`src/sv/sm4_cbc_pkcs7_codec_unit_assert.svh`:
```
// assertion macros for the sm4 cbc codec
`ifndef SM4_CBC_PKCS7_CODEC_UNIT_ASSERT_SVH
`define SM4_CBC_PKCS7_CODEC_UNIT_ASSERT_SVH
`ifndef SYNTHESIS
`define SCC_ASSERT_IMP(label, clk, rst, ante, cons) \
   label: assert property (@(posedge clk) disable iff (rst) (ante) |-> (cons)) \
      else $error("assertion failed");
`define SCC_ASSERT_NXT(label, clk, rst, ante, cons) \
   label: assert property (@(posedge clk) disable iff (rst) (ante) |=> (cons)) \
      else $error("assertion failed");
`else
`define SCC_ASSERT_IMP(label, clk, rst, ante, cons)
`define SCC_ASSERT_NXT(label, clk, rst, ante, cons)
`endif
`endif

```
`src/sv/scc_ram.sv`:
```
module scc_ram #(
   parameter int Width = 32,
   parameter int Depth = 32
) (
   input  logic                     clock,
   input  logic                     wr_en,
   input  logic [$clog2(Depth)-1:0] wr_addr,
   input  logic [Width-1:0]         wr_data,
   input  logic [$clog2(Depth)-1:0] rd_addr,
   output logic [Width-1:0]         rd_data
);

   logic [Width-1:0] mem [Depth];

   // one write port, registered read
   always_ff @(posedge clock) begin
      if (wr_en) begin
         mem[wr_addr] <= wr_data;
      end
      rd_data <= mem[rd_addr];
   end

endmodule

```
`config.mk`:
```
export PLATFORM = sky130hd
export DESIGN_NAME = scc_ram
export DESIGN_NICKNAME = d
export VERILOG_FILES = /design/src/sv/sm4_cbc_pkcs7_codec_unit_assert.svh /design/src/sv/scc_ram.sv
export SDC_FILE = /design/constraint.sdc
export NUM_CORES = 1
export LEC_CHECK = 0
export BUFFER_PORTS_ARGS = -buffer_cell sky130_fd_sc_hd__buf_2
export CAP_MARGIN = 30
export CORE_UTILIZATION = 56
export DETAILED_ROUTE_END_ITERATION = 16
export PLACE_DENSITY = 0.83
export SLEW_MARGIN = 15
export SYNTH_ARGS = -nofsm -noshare
export SYNTH_HDL_FRONTEND = slang
export SYNTH_SLANG_ARGS = --single-unit
```
`constraint.sdc`:
```
create_clock -name clock -period 3.2 [get_ports clock]
set_input_delay 0.64 -clock clock [delete_from_list [all_inputs] [get_ports clock]]
set_output_delay 0.64 -clock clock [all_outputs]
set_load 0.05 [all_outputs]
```
Word level (Yosys, flattened, before mapping):

Memory sizes are Yosys's and may differ from the RTL's. A register that Yosys moved wholly into a read port is not among the register bits.
Cells that the tools add are included.

* flip-flop bits (word level): 0
* bits in writable memories: 1024
* input port bits: 44
* output and inout bits: 32
* word-level logic and storage cells: 3
* memories: 1

* multiplexer cells: 2

Memory list
* mem: words 32, width 32, rd ports 1, clocked after memory_dff 1, wr ports 1, line scc_ram.sv:13 `logic [Width-1:0] mem [Depth];`

Operators by type and width (count)
* $mux 1: 2

Depth between registers and ports, before layout:

* word-level depth: 2
* mapped depth: 8
* depth with buffers taken out: 5

Worst setup path after synthesis:

No wires, ideal clock.

* path kind: input port to flip-flop
* start: input wr_addr[1]
* end: memory mem[12][0], enable pin
* library setup time: 0.421 ns
* arrival: 2.653 ns
* required time: 2.779 ns
* slack: 0.126 ns
* stages: 3
* path buffers: 1
* cells stage by stage: or3b_2 -> clkbuf_1 -> nor2_1

RTL lines
* from (decl): line scc_ram.sv:7 `input logic [$clog2(Depth)-1:0] wr_addr,`
* to (decl): line scc_ram.sv:13

Straight into the memory's write port.

Worst setup path after layout:

* start: register rd_data[13] (read register of mem)
* end: output rd_data[13]

RTL lines
* from (decl): line scc_ram.sv:10 `output logic [Width-1:0] rd_data`

No word-level cell between the ends.

==> metrics.txt <==
final setup fails=0; pwr dens=627 nW/um^2; Reg-to-Reg Start=mem[3][23]$_DFFE_PP_; clock skew=0.0217 ns; WHS Path Cells=1; Leak Pwr=16.1 nW; Top FF cell, synth=edfxtp_1; max incr delay on CP=0.48 ns; Routed Antenna Nets=0; sequential share of power=53.6%; post-route cell area=46000 um^2; All-Layer GR Usage=27.1%; P_sw=6.20 mW; worst path cell trace=buf_2; synth warn=0; DRC marker count from the first detailed-route iteration=2920; Core Area=71500 um^2; unrepaired setup endpoints after global routing=no; CP arrival=1.45 ns; crit start category=register; htree depth=3; HP Class=input port to register; Worst path depth=1; worst setup path start=rd_data[13]$_DFF_P_; CP Capture Type=output port; FP Rows=98; synthesized area per cell=17.9 um^2; fin cells=3443; Hold Startpoint=wr_data[1]; first-pass GRT wire length=145000 um; Clk Latency, worst-skew pair=0.66 ns; register area share after synthesis=77.5%; Worst Path Required=2.56 ns; cts hold-fix bufs=0; Clk pwr share=40.6%; Min-Delay Endpoint=mem[19][1]$_DFFE_PP_; Crit path max-delay family=flip-flops; CTS tree=built; vias in the first global route=22400; die area=73400 um^2; Pint=22.6 mW; I/O pin count=76; endpoints failing hold=0; DRT Pass-1 Iters=6; DRC=0; Die Width=271 um; largest net degree at the start of global routing=55; clk sinks=1056; max-slew violation count=0; outcome=finished, final reports clean; crit path time final=2.09 ns; detailed-route wire length=99900 um; fmax=477 MHz; setup TNS=0 ns; ys async rst share=0%; Slew headroom=46.2%; total power=28.8 mW; combinational fraction of design power=5.8%; Worst Max-Slew Pin Slew=0.808 ns; initial core utilization=56.6%; Yosys reg bits=1056; clock root buffer=clkbuf_16; initial antenna violation count=5; Reg2Reg Depth=6; cell area after synthesis=40500 um^2; port bufs=75; Post-CTS Setup Bufs=0; layout cells sized above 1=14.7%; number of flops mapped to enable cells by yosys=1024; Num CTS Buffers=95; vias=22200; Reg-to-Reg End=rd_data[23]$_DFF_P_; area of placed instances=42800 um^2; Mapped Nets=2304; Crit Path Category=register to output port; gpl congestion=0.847; clk buf depth=3; grt ovf=0; Max FO, Critical Path=1; DR vias/cell=6.46; final core utilization=64.3%; worst vdd rail ir drop=0.420 mV; Die Y-Extent=271 um; Synth cell types=25; CP max stage cell=dfxtp_1; clock-pin transition on the worst setup and hold timing paths=0.07 ns; Max Cap Viol=0; R2R Setup Slk=1.46 ns; area grow syn2layout=13.6%; Syn Inst Count=2260; Sw Ratio=21.5%; Tcrit/Tclk final=65.4%; routed wire length per instance=29.0 um; Inst Count DP=3264; # resized after CTS=0; Buf/Inv on CP=1; dpl hpwl=53400 um; Final nets=2455
## kinds of logic after synthesis
kind of cell	synth area share [%]
flip-flops	77.5
AO/OA/AOI/OAI	4.85
AND/OR/NAND/NOR	3.10
buffers and inverters	1.86
multiplexers	12.7
## layer usage
| metal | vias up | part of all wire (%) | global-route usage [%] |
|---|---|---|---|
| li1 | 9285 | - | - |
| met1 | 11100 | 36 | 34.8 |
| met2 | 1574 | 48 | 44.3 |
| met3 | 319 | 11 | 5.21 |
| met4 | 4 | 5.3 | 13.6 |
| met5 | - | 0.022 | 0 |
## synthesized netlist by cell type, types with 3 or more instances
library cell | count | area [um^2]
buf_4 | 33 | 248
buf_2 | 26 | 130
nor2_1 | 34 | 128
a22o_1 | 64 | 561
buf_6 | 15 | 169
nand2_1 | 98 | 368
nor3_1 | 32 | 160
a21oi_1 | 96 | 480
or3b_2 | 3 | 26.3
a31oi_1 | 32 | 200
a22oi_1 | 96 | 721
mux2i_1 | 512 | 5120
dfxtp_1 | 32 | 641
nand3b_1 | 5 | 37.5
buf_1 | 5 | 18.8
edfxtp_1 | 1024 | 30700
clkbuf_1 | 46 | 173
nand3_1 | 98 | 490
## how the worst max path moves through the flow
stage | endpoint | slack (ns)
floorplan | mem[12][0]$_DFFE_PP_ | 0.13
global placement | rd_data[12]$_DFF_P_ | 0.64
global route | rd_data[13] | 1.09
CTS | rd_data[13] | 1.08
detailed placement | mem[16][27]$_DFFE_PP_ | 0.64
finish | rd_data[13] | 1.11
## power groups by stage
stage | Clock [mW] | Sequential (mW) | Combinational, mW
2_1_floorplan | 0 | 15.9 | 0.794
4_1_cts | 11.8 | 15.5 | 1.65
3_5_place_dp | 0 | 15.8 | 1.62
5_1_grt | 12.2 | 15.5 | 1.74
6_report | 11.7 | 15.5 | 1.67
3_3_place_gp | 0 | 15.7 | 1.57
## state kept, by name, indices dropped and copies added, names as in the netlist
name / count
rd_data: 32
mem: 1024
## stage by stage
stage | hold slack, ns | setup WS, ns
after floorplan | 0.553 | 0.126
after global placement | 0.579 | 0.635
after detailed placement | 0.592 | 0.636
after CTS | 0.449 | 1.08
after global routing | 0.474 | 1.09
final | 0.476 | 1.11
## cells in the final DEF, fill, tap and decap left out, types with 2 or more instances in the layout
| cell type | n |
|---|---|
| clkbuf_1 | 18 |
| a21oi_1 | 96 |
| nor3_1 | 32 |
| clkinv_8 | 2 |
| clkinv_1 | 17 |
| nor2_4 | 33 |
| clkbuf_8 | 6 |
| bufinv_16 | 14 |
| inv_6 | 4 |
| nand3_1 | 98 |
| or3b_2 | 3 |
| buf_4 | 73 |
| a22o_1 | 64 |
| a22oi_1 | 96 |
| buf_2 | 74 |
| clkinvlp_4 | 2 |
| diode_2 | 2 |
| nand2_1 | 97 |
| nand3b_1 | 5 |
| a31oi_1 | 32 |
| clkinv_2 | 18 |
| nand2b_2 | 2 |
| clkbuf_16 | 95 |
| mux2i_1 | 512 |
| edfxtp_1 | 1024 |
| buf_12 | 33 |
| dfxtp_1 | 32 |
## area by class of cell
type | count | area, um^2
sequential | 1056 | 31400
fill | 4443 | 25500
multi-input combinational | 1077 | 8610
clock buffer | 119 | 2530
timing repair buffer | 181 | 1590
tap | 950 | 1190
clock inverter | 58 | 677
antenna | 2 | 5.00
Note: power is estimated with default switching activity, not from simulation.
